**src/rtl/core/pvf_pkg.sv**
```systemverilog
`default_nettype none
// ----------------------------------------------------------------------------
// pvf_pkg
// types and constants shared by the proximity vector fusion block
// ----------------------------------------------------------------------------
package pvf_pkg;

    typedef struct packed {
        logic        command;
        logic [15:0] distance;
        logic signed [15:0] angle;
        logic        blob_is_red;
        logic        last;
    } in_item_t;

    typedef struct packed {
        logic [15:0]        magnitude;
        logic signed [15:0] direction;
    } out_item_t;

    // classified work handed from front to back
    typedef struct packed {
        logic        active;
        logic [15:0] denom;
        logic [23:0] offset;
        logic [15:0] gain;
        logic [15:0] angle;
        logic        last;
    } job_t;

    localparam int CFG_W     = 24;
    localparam int CFG_IDX_W = 3;

    localparam logic [CFG_IDX_W-1:0] REG_PROX_MIN   = 3'd0;
    localparam logic [CFG_IDX_W-1:0] REG_PROX_MAX   = 3'd1;
    localparam logic [CFG_IDX_W-1:0] REG_PROX_OFS   = 3'd2;
    localparam logic [CFG_IDX_W-1:0] REG_PROX_GAIN  = 3'd3;
    localparam logic [CFG_IDX_W-1:0] REG_NB_REACH   = 3'd4;
    localparam logic [CFG_IDX_W-1:0] REG_ROBOT_GAP  = 3'd5;
    localparam logic [CFG_IDX_W-1:0] REG_NB_OFS     = 3'd6;
    localparam logic [CFG_IDX_W-1:0] REG_NB_GAIN    = 3'd7;

    localparam logic [16:0] INV_GAIN  = 17'd39797;
    localparam logic [15:0] GAP_FLOOR = 16'd4;
    localparam logic [15:0] W_MAX     = 16'd32768;

    function automatic logic [31:0] atan_of(input logic [4:0] i);
        logic [31:0] r;
        begin
            unique case (i)
                5'd0:  r = 32'h20000000;
                5'd1:  r = 32'h12E4051E;
                5'd2:  r = 32'h09FB385B;
                5'd3:  r = 32'h051111D4;
                5'd4:  r = 32'h028B0D43;
                5'd5:  r = 32'h0145D7E1;
                5'd6:  r = 32'h00A2F61E;
                5'd7:  r = 32'h00517C55;
                5'd8:  r = 32'h0028BE53;
                5'd9:  r = 32'h00145F2F;
                5'd10: r = 32'h000A2F98;
                5'd11: r = 32'h000517CC;
                5'd12: r = 32'h00028BE6;
                5'd13: r = 32'h000145F3;
                5'd14: r = 32'h0000A2FA;
                5'd15: r = 32'h0000517D;
                5'd16: r = 32'h000028BE;
                5'd17: r = 32'h0000145F;
                5'd18: r = 32'h00000A30;
                5'd19: r = 32'h00000518;
                5'd20: r = 32'h0000028C;
                5'd21: r = 32'h00000146;
                5'd22: r = 32'h000000A3;
                5'd23: r = 32'h00000051;
                default: r = 32'h0;
            endcase
            return r;
        end
    endfunction

endpackage
`default_nettype wire

```
**src/rtl/core/pvf_front.sv**
```systemverilog
`default_nettype none
// ----------------------------------------------------------------------------
// pvf_front
// configuration registers, frame item count and item classification
// ----------------------------------------------------------------------------
module pvf_front #(
    parameter int MAX_ITEMS_PER_FRAME = 64
) (
    input  wire logic                              clk,
    input  wire logic                              rst_n,
    input  wire logic                              cfg_we,
    input  wire logic [pvf_pkg::CFG_IDX_W-1:0]     cfg_index,
    input  wire logic [pvf_pkg::CFG_W-1:0]         cfg_data,
    input  wire logic                              in_valid,
    output logic                                   in_stall,
    input  wire pvf_pkg::in_item_t                 in_data,
    output logic                                   job_valid,
    input  wire logic                              job_full,
    output pvf_pkg::job_t                          job
);
    localparam int CNT_W = $clog2(MAX_ITEMS_PER_FRAME + 1);

    logic [15:0] prox_min_reg, prox_max_reg, prox_gain_reg;
    logic [15:0] nb_reach_reg, robot_gap_reg, nb_gain_reg;
    logic [23:0] prox_ofs_reg, nb_ofs_reg;
    logic [CNT_W-1:0] count_reg, count_next;

    logic        counted, use_it;
    logic [16:0] gap;
    logic        accept;

    always_ff @(posedge clk or negedge rst_n)
    begin
        if (!rst_n)
        begin
            prox_min_reg  <= 16'd205;
            prox_max_reg  <= 16'd1638;
            prox_ofs_reg  <= 24'd10240;
            prox_gain_reg <= 16'd3745;
            nb_reach_reg  <= 16'd2253;
            robot_gap_reg <= 16'd1126;
            nb_ofs_reg    <= 24'd14894;
            nb_gain_reg   <= 16'd66;
        end
        else if (cfg_we)
        begin
            unique case (cfg_index)
                pvf_pkg::REG_PROX_MIN:  prox_min_reg  <= cfg_data[15:0];
                pvf_pkg::REG_PROX_MAX:  prox_max_reg  <= cfg_data[15:0];
                pvf_pkg::REG_PROX_OFS:  prox_ofs_reg  <= cfg_data;
                pvf_pkg::REG_PROX_GAIN: prox_gain_reg <= cfg_data[15:0];
                pvf_pkg::REG_NB_REACH:  nb_reach_reg  <= cfg_data[15:0];
                pvf_pkg::REG_ROBOT_GAP: robot_gap_reg <= cfg_data[15:0];
                pvf_pkg::REG_NB_OFS:    nb_ofs_reg    <= cfg_data;
                pvf_pkg::REG_NB_GAIN:   nb_gain_reg   <= cfg_data[15:0];
                default: ;
            endcase
        end
    end

    assign in_stall  = job_full;
    assign accept    = in_valid && !job_full;
    assign job_valid = accept;
    assign counted   = count_reg < CNT_W'(MAX_ITEMS_PER_FRAME);
    assign gap       = {1'b0, in_data.distance} - {1'b0, robot_gap_reg};

    always_comb
    begin
        job.angle = in_data.angle;
        job.last  = in_data.last;
        if (!in_data.command)
        begin
            use_it     = in_data.distance >= prox_min_reg
                         && in_data.distance <= prox_max_reg;
            job.denom  = in_data.distance;
            job.offset = prox_ofs_reg;
            job.gain   = prox_gain_reg;
        end
        else
        begin
            use_it     = in_data.blob_is_red && in_data.distance <= nb_reach_reg;
            // gap not positive: floor at one millimeter
            job.denom  = (gap[16] || gap[15:0] == 16'd0) ? pvf_pkg::GAP_FLOOR
                                                         : gap[15:0];
            job.offset = nb_ofs_reg;
            job.gain   = nb_gain_reg;
        end
        job.active = use_it && counted;
    end

    always_comb
    begin
        count_next = count_reg;
        if (accept)
        begin
            if (in_data.last)
                count_next = '0;
            else if (counted)
                count_next = count_reg + CNT_W'(1);
        end
    end

    always_ff @(posedge clk or negedge rst_n)
    begin
        if (!rst_n)
            count_reg <= '0;
        else
            count_reg <= count_next;
    end
endmodule
`default_nettype wire

```
**src/rtl/core/pvf_queue.sv**
```systemverilog
`default_nettype none
// ----------------------------------------------------------------------------
// pvf_queue
// two entry queue between classification and the arithmetic back end
// ----------------------------------------------------------------------------
module pvf_queue (
    input  wire logic          clk,
    input  wire logic          rst_n,
    input  wire logic          push,
    input  wire pvf_pkg::job_t push_data,
    output logic               full,
    output logic               not_empty,
    input  wire logic          pop,
    output pvf_pkg::job_t      head
);
    pvf_pkg::job_t mem_reg [2];
    logic          wr_reg, rd_reg;
    logic [1:0]    cnt_reg;

    assign full      = cnt_reg == 2'd2;
    assign not_empty = cnt_reg != 2'd0;
    assign head      = mem_reg[rd_reg];

    always_ff @(posedge clk)
    begin
        if (push)
            mem_reg[wr_reg] <= push_data;
    end

    always_ff @(posedge clk or negedge rst_n)
    begin
        if (!rst_n)
        begin
            wr_reg  <= 1'b0;
            rd_reg  <= 1'b0;
            cnt_reg <= 2'd0;
        end
        else
        begin
            if (push)
                wr_reg <= !wr_reg;
            if (pop)
                rd_reg <= !rd_reg;
            cnt_reg <= cnt_reg + {1'b0, push} - {1'b0, pop};
        end
    end
endmodule
`default_nettype wire

```
**src/rtl/core/pvf_back.sv**
```systemverilog
`default_nettype none
// ----------------------------------------------------------------------------
// pvf_back
// reciprocal, weight, rotating cordic, accumulation and vectoring output
// ----------------------------------------------------------------------------
module pvf_back #(
    parameter int CORDIC_STEPS = 16
) (
    input  wire logic               clk,
    input  wire logic               rst_n,
    input  wire logic               job_ready,
    input  wire pvf_pkg::job_t      job,
    output logic                    job_pop,
    output logic                    out_valid,
    input  wire logic               out_stall,
    output pvf_pkg::out_item_t      out_data
);
    localparam int STEP_W = $clog2(CORDIC_STEPS + 1);

    typedef enum logic [3:0] {
        S_IDLE, S_DIV, S_MUL, S_CLAMP, S_PRE, S_ROT, S_ACC,
        S_VPRE, S_VEC, S_MAG, S_DONE
    } state_t;

    state_t state_reg;
    logic [24:0] rem_reg;
    logic [24:0] quo_reg;
    logic [4:0]  bit_reg;
    logic [STEP_W-1:0] step_reg;
    logic signed [41:0] prod_reg;
    logic [15:0] w_reg;
    logic signed [40:0] x_reg, y_reg;
    logic signed [33:0] z_reg;
    logic [31:0] zv_reg;
    logic signed [23:0] sum_x_reg, sum_y_reg;
    logic        last_reg;
    logic [15:0] angle_reg;
    logic [15:0] dist_reg;
    logic [23:0] ofs_reg;
    logic [15:0] gain_reg;
    logic signed [57:0] mag_reg;

    logic [25:0] trial;
    logic signed [40:0] xs, ys;
    logic [31:0] at;
    logic signed [24:0] ax, ay;
    logic signed [24:0] recip;

    assign trial   = {rem_reg, quo_reg[24]} - {10'd0, dist_reg};
    assign xs      = x_reg >>> step_reg;
    assign ys      = y_reg >>> step_reg;
    assign at      = pvf_pkg::atan_of(5'(step_reg));
    assign ax      = 25'(sum_x_reg) + 25'(x_reg >>> 16);
    assign ay      = 25'(sum_y_reg) + 25'(y_reg >>> 16);
    assign recip   = (dist_reg == 16'd0 || quo_reg[24]) ? 25'h0FFFFFF
                                                       : {1'b0, quo_reg[23:0]};
    assign job_pop = state_reg == S_IDLE && job_ready && !out_valid;

    function automatic logic signed [23:0] sat24(input logic signed [24:0] v);
        begin
            if (v > 25'sd8388607)
                return 24'sh7FFFFF;
            else if (v < -25'sd8388608)
                return 24'sh800000;
            return v[23:0];
        end
    endfunction

    always_ff @(posedge clk or negedge rst_n)
    begin
        if (!rst_n)
        begin
            state_reg <= S_IDLE;
            out_valid <= 1'b0;
            sum_x_reg <= '0;
            sum_y_reg <= '0;
        end
        else
        begin
            if (out_valid && !out_stall)
                out_valid <= 1'b0;
            unique case (state_reg)
                S_IDLE:
                begin
                    if (job_pop)
                    begin
                        dist_reg  <= job.denom;
                        ofs_reg   <= job.offset;
                        gain_reg  <= job.gain;
                        angle_reg <= job.angle;
                        last_reg  <= job.last;
                        // dividend 2^24 shifted in from the top of quo
                        rem_reg   <= '0;
                        quo_reg   <= 25'h1000000;
                        bit_reg   <= 5'd24;
                        state_reg <= job.active ? S_DIV
                                     : (job.last ? S_VPRE : S_IDLE);
                    end
                end
                S_DIV:
                begin
                    // restoring divide, one quotient bit per cycle
                    if (!trial[25])
                        rem_reg <= trial[24:0];
                    else
                        rem_reg <= {rem_reg[23:0], quo_reg[24]};
                    quo_reg <= {quo_reg[23:0], !trial[25]};
                    bit_reg <= bit_reg - 5'd1;
                    if (bit_reg == 5'd0)
                        state_reg <= S_MUL;
                end
                S_MUL:
                begin
                    // full 25 bit quotient; top bit set means saturate
                    prod_reg  <= 42'(recip - $signed({1'b0, ofs_reg}))
                                 * $signed({26'd0, gain_reg});
                    state_reg <= S_CLAMP;
                end
                S_CLAMP:
                begin
                    if (prod_reg < 0)
                        w_reg <= 16'd0;
                    else if ((prod_reg >>> 13) > 42'sd32768)
                        w_reg <= pvf_pkg::W_MAX;
                    else
                        w_reg <= 16'(prod_reg >>> 13);
                    state_reg <= S_PRE;
                end
                S_PRE:
                begin
                    if (w_reg == 16'd0)
                        state_reg <= last_reg ? S_VPRE : S_IDLE;
                    else
                    begin
                        y_reg <= '0;
                        if ($signed(angle_reg) > 16'sd16384)
                        begin
                            x_reg <= -(41'(w_reg) * 41'(pvf_pkg::INV_GAIN));
                            z_reg <= (34'($signed(angle_reg)) <<< 16)
                                     - 34'sh80000000;
                        end
                        else if ($signed(angle_reg) < -16'sd16384)
                        begin
                            x_reg <= -(41'(w_reg) * 41'(pvf_pkg::INV_GAIN));
                            z_reg <= (34'($signed(angle_reg)) <<< 16)
                                     + 34'sh80000000;
                        end
                        else
                        begin
                            x_reg <= 41'(w_reg) * 41'(pvf_pkg::INV_GAIN);
                            z_reg <= 34'($signed(angle_reg)) <<< 16;
                        end
                        step_reg  <= '0;
                        state_reg <= S_ROT;
                    end
                end
                S_ROT:
                begin
                    if (!z_reg[33])
                    begin
                        x_reg <= x_reg - ys;
                        y_reg <= y_reg + xs;
                        z_reg <= z_reg - $signed({2'b0, at});
                    end
                    else
                    begin
                        x_reg <= x_reg + ys;
                        y_reg <= y_reg - xs;
                        z_reg <= z_reg + $signed({2'b0, at});
                    end
                    step_reg <= step_reg + STEP_W'(1);
                    if (step_reg == STEP_W'(CORDIC_STEPS - 1))
                        state_reg <= S_ACC;
                end
                S_ACC:
                begin
                    sum_x_reg <= sat24(ax);
                    sum_y_reg <= sat24(ay);
                    state_reg <= last_reg ? S_VPRE : S_IDLE;
                end
                S_VPRE:
                begin
                    if (sum_x_reg < 0)
                    begin
                        x_reg  <= -(41'(sum_x_reg) <<< 8);
                        y_reg  <= -(41'(sum_y_reg) <<< 8);
                        zv_reg <= 32'h80000000;
                    end
                    else
                    begin
                        x_reg  <= 41'(sum_x_reg) <<< 8;
                        y_reg  <= 41'(sum_y_reg) <<< 8;
                        zv_reg <= '0;
                    end
                    step_reg  <= '0;
                    state_reg <= S_VEC;
                end
                S_VEC:
                begin
                    if (y_reg > 0)
                    begin
                        x_reg  <= x_reg + ys;
                        y_reg  <= y_reg - xs;
                        zv_reg <= zv_reg + at;
                    end
                    else
                    begin
                        x_reg  <= x_reg - ys;
                        y_reg  <= y_reg + xs;
                        zv_reg <= zv_reg - at;
                    end
                    step_reg <= step_reg + STEP_W'(1);
                    if (step_reg == STEP_W'(CORDIC_STEPS - 1))
                        state_reg <= S_MAG;
                end
                S_MAG:
                begin
                    mag_reg   <= 58'(x_reg) * $signed({1'b0, pvf_pkg::INV_GAIN});
                    state_reg <= S_DONE;
                end
                S_DONE:
                begin
                    if (sum_x_reg == 0 && sum_y_reg == 0)
                    begin
                        out_data.magnitude <= '0;
                        out_data.direction <= '0;
                    end
                    else
                    begin
                        if (mag_reg < 0)
                            out_data.magnitude <= '0;
                        else if ((mag_reg >>> 24) > 58'sd32768)
                            out_data.magnitude <= pvf_pkg::W_MAX;
                        else
                            out_data.magnitude <= 16'(mag_reg >>> 24);
                        out_data.direction <= 16'((zv_reg + 32'h8000) >> 16);
                    end
                    out_valid <= 1'b1;
                    sum_x_reg <= '0;
                    sum_y_reg <= '0;
                    state_reg <= S_IDLE;
                end
                default: state_reg <= S_IDLE;
            endcase
        end
    end
endmodule
`default_nettype wire

```
**src/rtl/core/proximity_vector_fusion.sv**
```systemverilog
`default_nettype none
// ----------------------------------------------------------------------------
// proximity_vector_fusion
// fuses a frame of polar proximity and blob readings into one vector
// ----------------------------------------------------------------------------
// usage:
//  in channel (in_valid/in_stall/in_data) takes one reading per transaction;
//  in_data.last closes the frame and yields one out transaction
//  (out_valid/out_stall/out_data) with magnitude and direction.
//  registers are written through cfg_we/cfg_index/cfg_data while idle.
//  an in-range item passes through these back end steps in order:
//  taking it from the queue, the reciprocal divider, multiply, clamp,
//  prerotation, CORDIC_STEPS rotations and accumulate; one whose weight
//  clamps to zero leaves at the prerotation step, and an item outside
//  the band or past the frame limit leaves once taken from the queue.
//  a last item adds vectoring: prerotation, CORDIC_STEPS rotations,
//  magnitude scaling and output. a two entry queue lets the front take items while the back end works.
//  reset restores register defaults and clears sums and item count.
//  while out_stall is high the result holds and the back end waits.
// ----------------------------------------------------------------------------
module proximity_vector_fusion #(
    parameter int MAX_ITEMS_PER_FRAME = 64,
    parameter int CORDIC_STEPS        = 16
) (
    input  wire logic                          clk,
    input  wire logic                          rst_n,
    input  wire logic                          cfg_we,
    input  wire logic [pvf_pkg::CFG_IDX_W-1:0] cfg_index,
    input  wire logic [pvf_pkg::CFG_W-1:0]     cfg_data,
    input  wire logic                          in_valid,
    output logic                               in_stall,
    input  wire pvf_pkg::in_item_t             in_data,
    output logic                               out_valid,
    input  wire logic                          out_stall,
    output pvf_pkg::out_item_t                 out_data
);
    logic          push, full, not_empty, pop;
    pvf_pkg::job_t push_job, head_job;

    pvf_front #(.MAX_ITEMS_PER_FRAME(MAX_ITEMS_PER_FRAME)) u_front (
        .clk, .rst_n, .cfg_we, .cfg_index, .cfg_data,
        .in_valid, .in_stall, .in_data,
        .job_valid(push), .job_full(full), .job(push_job)
    );

    pvf_queue u_queue (
        .clk, .rst_n, .push, .push_data(push_job), .full, .not_empty,
        .pop, .head(head_job)
    );

    pvf_back #(.CORDIC_STEPS(CORDIC_STEPS)) u_back (
        .clk, .rst_n, .job_ready(not_empty), .job(head_job), .job_pop(pop),
        .out_valid, .out_stall, .out_data
    );

    a_no_pop_empty: assert property (@(posedge clk) disable iff (!rst_n)
        pop |-> not_empty) else $error("pop from empty queue");
    a_no_push_full: assert property (@(posedge clk) disable iff (!rst_n)
        push |-> !full) else $error("push into full queue");
    a_mag_range: assert property (@(posedge clk) disable iff (!rst_n)
        out_valid |-> out_data.magnitude <= 16'd32768)
        else $error("magnitude above one");
endmodule
`default_nettype wire

```
**config.mk**
```make
export PLATFORM = sky130hd
export DESIGN_NAME = proximity_vector_fusion
export DESIGN_NICKNAME = d
export VERILOG_FILES = /design/src/rtl/core/pvf_pkg.sv /design/src/rtl/core/pvf_front.sv /design/src/rtl/core/pvf_queue.sv /design/src/rtl/core/pvf_back.sv /design/src/rtl/core/proximity_vector_fusion.sv
export SDC_FILE = /design/constraint.sdc
export NUM_CORES = 2
export LEC_CHECK = 0
export BUFFER_PORTS_ARGS = -buffer_cell sky130_fd_sc_hd__buf_4
export CELL_PAD_IN_SITES_DETAIL_PLACEMENT = 0
export CELL_PAD_IN_SITES_GLOBAL_PLACEMENT = 1
export CORE_ASPECT_RATIO = 0.5
export CORE_MARGIN = 10
export CORE_UTILIZATION = 45
export CTS_CLUSTER_DIAMETER = 40
export DETAILED_ROUTE_END_ITERATION = 7
export PLACE_DENSITY_LB_ADDON = 0.1
export REMOVE_ABC_BUFFERS = 1
export SLEW_MARGIN = 25
export SYNTH_ARGS = -nofsm -noshare
export SYNTH_HDL_FRONTEND = slang
export SYNTH_SLANG_ARGS = --single-unit
```
**constraint.sdc**
```tcl
create_clock -name clk -period 20.4 [get_ports clk]
set_input_delay 1.02 -clock clk [delete_from_list [all_inputs] [get_ports clk]]
set_output_delay 1.02 -clock clk [all_outputs]
set_load 0.02 [all_outputs]
```
# After elaboration in Yosys (flattened, before gate mapping)

Memories as Yosys holds them, arrays and structs flattened. A register that Yosys moved wholly into a read port is not among the register bits.
Cells that the tools add are included.

Latch bits: 0
Output and inout bits: 34
Input bits: 67
Register bits: 637
ROM bits: 960
Memories: 2
Logic and storage cells: 229
Bits in writable memories: 148

Equality and inequality tests: 24
Add/subtract/negate cells: 24
Multipliers: 3
Reductions and logical operators: 57
Shift-type cells: 2
Div/mod/pow operators: 0
Bitwise logic cells: 0
Multiplexer cells: 65
$lt $le $gt $ge: 16

Memory list:

| name             | depth | width | read ports | clocked after Yosys merged registers in | wr ports | line            | source |
|---|---|---|---|---|---|---|---|
| (name not given) | 32    | 30    | 1          | 1                                       | 0        | pvf_pkg.sv:50   | `unique case (i)` |
| u_queue.mem_reg  | 2     | 74    | 1          | 0                                       | 1        | pvf_queue.sv:16 | `pvf_pkg::job_t mem_reg [2];` |

Operators with widths:

| cell                     | count |
|---|---|
| $mux W41                 | 10 |
| $pmux W41 S4             | 2 |
| $mux W24                 | 7 |
| $mux W34                 | 4 |
| $neg A32 Y41             | 3 |
| $pmux W25 S2             | 2 |
| $pmux W24 S2             | 2 |
| $add A41 B41 Y41         | 2 |
| $sshr A41 B5 Y41         | 2 |
| $sub A41 B41 Y41         | 2 |
| $mux W25                 | 3 |
| $pmux W34 S2             | 1 |
| $logic_not A32 Y1        | 2 |
| $mux W32                 | 2 |
| $pmux W32 S2             | 1 |
| $lt A58 B1 Y1 const B    | 1 |
| $mul A41 B17 Y58 const B | 1 |
| $mux W56                 | 1 |
| $add A24 B25 Y25         | 2 |
| $gt A25 B24 Y1 const B   | 2 |
| $lt A25 B24 Y1 const B   | 2 |
| $logic_not A16 Y1        | 3 |
| $mux W16                 | 3 |
| $lt A42 B1 Y1 const B    | 1 |
| 59 further kinds         | 130 |

# Logic depth before layout (Yosys ltp)

Depth after elaboration: 7
Mapped depth: 42
Depth with buffers taken out: 40

# Modules after synthesis

Synthesis repeated with hierarchy kept, for this count alone.

Cell total of the unflattened synthesis: 9288
Area total of the unflattened synthesis: 88344.7 um2

Modules (own cells, without submodules):

| module    | seq. area each (um2) | times used | cells each | area an instance (um2) |
|---|---|---|---|---|
| pvf_back  | 13698.1              | 1          | 8241       | 74039.8 |
| pvf_front | 3828.7               | 1          | 802        | 8563.2 |
| pvf_queue | 4544.4               | 1          | 245        | 5741.8 |

# Worst setup path after synthesis

Ideal clock, no wire load.

Path type: flip-flop to flip-flop
Start: register u_back.dist_reg[1]
End: register u_back.prod_reg[39] (data pin)
Clock period less this slack: 9.688 ns
Stages on the path, launching flop included: 41
Buffers on the path: 2
Arrival: 9.430 ns
Library setup time: 0.258 ns
Data required time: 20.142 ns
Path slack: 10.712 ns
Path through: edfxtp_1 -> nor4_1 -> a41oi_1 -> clkbuf_1 -> nor2b_1 -> ha_1 -> fa_1 -> nor2b_1 -> o21ai_0 -> a21boi_0 -> o21a_1 -> o211ai_1 -> a31oi_1 -> o21ai_0 -> o2111ai_1 -> a21oi_1 -> xnor2_1 -> clkbuf_1 -> [... 5 more ...] -> inv_1 -> fa_1 -> fa_1 -> fa_1 -> inv_1 -> ha_1 -> inv_1 -> nor2_1 -> o211ai_1 -> nor3_1 -> o21ai_0 -> nor2_1 -> a41oi_1 -> or2_2 -> a311oi_1 -> a21oi_1 -> o21ba_2 -> xnor2_1

Longest elaborated chain between the ends: 5

RTL lines:

| element                  | line            | source |
|---|---|---|
| start: declaration       | pvf_back.sv:38  | `logic [15:0] dist_reg;` |
| start signal: assignment | pvf_back.sv:87  | `dist_reg <= job.denom;` |
| $logic_not A16 Y1        | pvf_back.sv:55  | `assign recip = (dist_reg == 16'd0 \|\| quo_reg[24]) ? 25'h0FFFFFF` |
| $logic_or A1 B1 Y1       | pvf_back.sv:55  |  |
| $mux W24                 | pvf_back.sv:55  |  |
| $sub A25 B25 Y26         | pvf_back.sv:115 | `prod_reg <= 42'(recip - $signed({1'b0, ofs_reg}))` |
| $mul A42 B17 Y42         | pvf_back.sv:116 | `* $signed({26'd0, gain_reg});` |
| end signal: assignment   | pvf_back.sv:115 |  |
| end: declaration         | pvf_back.sv:30  | `logic signed [41:0] prod_reg;` |

No other way between the ends.
A chain may end at the register's enable or synchronous reset.

# Worst setup path after layout

Start: register u_back.dist_reg[9]
End: register u_back.prod_reg[41] (data pin)

The elaborated chain is that of the path after synthesis.

==> metrics.yaml <==
run_status:
  status: "completed"
setup_path:
  rr_endpoint: "u_back.prod_reg[41]"
  slowest_stage: "nor4b_1"
  worstPathRequired_ns: 20.92
  reg2regPathDepth: 40
  crit_type: "reg -> reg"
  cpMostUsedCell: "fa_1"
  start_kind: "register"
  critical-path-max-stage-delay_ns: 0.83
  r2r_slack_ns: 9.04
  endpoint_kind: "register"
  cp_max_fo: 24
  reg2reg_from: "u_back.dist_reg[9]"
  cp_data_arrival_time_ns: 11.88
place:
  dp_hpwl_um: 194000
  portBuffers: 100
  gp_congestion: 0.910
timing:
  fin_crit_ns: 11.36
  fmax_ghz: 0.0881
  slew_headroom_pct: 27.6
  rsz0062_at_grt: "false"
  setup_viol: 0
  post-route-period-util_pct: 55.7
  finClkSkew_ns: 0.0804
  hold_violations: 0
  tightestPinTransition_ns: 1.08
  drv_slew: 0
  fin_setup_tns_ns: 0
floorplanning:
  core_mm2: 0.191
  fp-row-count: 113
  die_x_um: 642
  start_util_pct: 45.5
  die-area_mm2: 0.212
  pin_count: 101
  die_h_um: 331
clock_network:
  cts_setup_buffers: 0
  cts_buffers: 105
  cts_hold_buf: 0
  clk_latency_ns: 0.78
  cts_resized: 0
  cts_tree: "done"
  cts-root-buf: "clkbuf_16"
  clkTransAtPathRegs_ns: 0.06
  clock_path_buffers: 3
  htreeDepth: 3
  cts_sinks: 778
synth:
  ys_types: 94
  ys_seq_area_share_pct: 25.4
  synthArstFlopShare_pct: 26.7
  synth_top_flop_cell: "edfxtp_1"
  ys_ff_latch: 778
  synth_edf_count: 540
  avgSynthCellArea_um2: 9.56
  syn_area_mm2: 0.0869
  yosys_warnings: 0
  synthCells: 9097
finish:
  seqCellArea_mm2: 0.0221
  multi_input_area_mm2: 0.0585
  num_antenna_cells: 0
  drive_gt1_share_pct: 9.47
  nFillCells: 18100
  area_growth_pct: 8.88
  largest_register_ffs: 148
  nNetsFinal: 10900
routing:
  drt_iter0_markers: 4565
  routedWlPerCell_um: 21.3
  totalWireLength_um: 252000
  dr.pass1.iters: 5
  antenna_left: 0
  drc: 0
  vias: 65000
  viasPerCell: 5.52
global_routing:
  grt_antenna_before_repair: 0
  grt_pass1_wl_um: 393000
  grt-busiest-layer: "met2"
  grt_util_met1_pct: 33.3
  grt_pass1_vias: 66400
  track_usage_pct: 23.5
  grt-ovfl-total: 0
  grt_max_degree: 69
  grt_util_met2_pct: 38.2
  use_met3_pct: 2.87
flow_run:
  cap_violations: 0
hold_path:
  hp-class: "in -> async"
[cell families after synthesis]
logic type / share of synthesized area (%)
simple gates: 12.3
xor+xnor: 4.04
buf+inv: 7.59
mux: 5.58
compound gates: 13.3
flops: 25.4
fa+ha+maj: 31.8
[critical path: cells and delay by family (launching register included)]
kind / cells / cell delay (ns)
xor+xnor: 2 / 0.25
simple gates: 8 / 2.19
compound gates: 15 / 3.50
buf+inv: 6 / 0.76
fa+ha+maj: 9 / 4.02
flops: 1 / 0.38
[worst max-delay path by stage]
stage	depth (start not counted)	from	slack, ns	endpoint
floorplan	38	u_back.dist_reg[1]	10.32	u_back.prod_reg[39]
global placement	40	u_back.dist_reg[9]	9.05	u_back.prod_reg[41]
detailed placement	40	u_back.dist_reg[13]	9.08	u_back.prod_reg[41]
CTS	40	u_back.dist_reg[13]	9.04	u_back.prod_reg[41]
global route	40	u_back.dist_reg[9]	8.48	u_back.prod_reg[41]
finish	40	u_back.dist_reg[9]	9.04	u_back.prod_reg[41]
[final cells by class]
cell class / instances / area share (%)
multi-input combinational: 6562 / 61.8
tap: 2587 / 3.42
clock buffer: 112 / 2.81
sequential: 778 / 23.3
timing repair buffer: 243 / 1.98
inverter: 1418 / 5.62
clock inverter: 88 / 1.05
[cell usage in the layout, fill, tap and decap left out, types with 25 or more instances in the layout]
cell type     n
inv_1      1411
ha_1        880
fa_1        832
nand2_1     718
nor2_1      589
edfxtp_1    540
a21oi_1     503
o21ai_0     410
mux2_2      257
buf_4       238
xnor2_1     227
and2_1      193
xor2_1      167
dfrtp_1     166
a21o_1      147
nor3_1      113
nand2b_1    109
mux2i_1     108
nand3_1     107
clkbuf_16   105
o21a_1       86
nor2b_1      85
o21bai_1     74
nor4_1       65
a211oi_1     60
o22ai_1      60
a31oi_1      55
nand4_1      51
and3_1       51
a221o_1      48
a221oi_1     45
or3_1        43
dfstp_2      40
mux4_2       39
o31ai_1      37
o211ai_1     33
dfxtp_1      30
or2_2        27
o221ai_1     25
[routing by layer]
metal  vias to the layer above  part of all wire [%]
li1                      31000                     -
met1                     32100                    47
met2                      1600                    45
met3                       313                   5.3
met4                         0                   2.6
met5                         -                     0
[Yosys cell counts (40+ instances only)]
library cell  instances  area (um2)
mux2_2              257        2890
a21oi_1             504        2520
mux2i_1             108        1080
a21o_1              147        1100
nor3_1              118         591
o22ai_1              61         382
nand2b_1            109         682
nand3_1             108         541
inv_1              1413        5300
and2_1              194        1210
o21a_1               87         653
nor2_1              596        2240
a211oi_1             61         458
edfxtp_1            540       16200
or3_1                43         269
o21ai_0             411        2060
fa_1                832       16700
ha_1                880       11000
a31oi_1              55         344
and3_1               53         332
dfrtp_1             168        4200
nand2_1             719        2700
a221o_1              48         480
nand4_1              51         319
xor2_1              169        1480
xnor2_1             232        2030
clkbuf_1            296        1110
nor4_1               65         407
o21bai_1             74         556
nor2b_1              86         538
dfstp_2              40        1050
a221oi_1             45         394
[stage by stage]
| stage | hold WS [ns] | setup slack (ns) | instance area [um2] | util [%] | instances |
|---|---|---|---|---|---|
| after global routing | 0.121 | 8.48 | 94700 | 49.6 | 11800 |
| after global placement | 0.481 | 9.05 | 90900 | 47.6 | 11600 |
| after floorplan | 0.460 | 10.32 | 85700 | - | 8758 |
| after detailed placement | 0.479 | 9.08 | 90900 | 47.6 | 11600 |
| final | 0.118 | 9.04 | 94700 | 49.6 | 11800 |
| after CTS | 0.0790 | 9.04 | 94600 | 49.5 | 11800 |
Power is left out: the tool's default activity adds up to more than one toggle a clock period on the data nets, which glitch-free logic cannot reach.
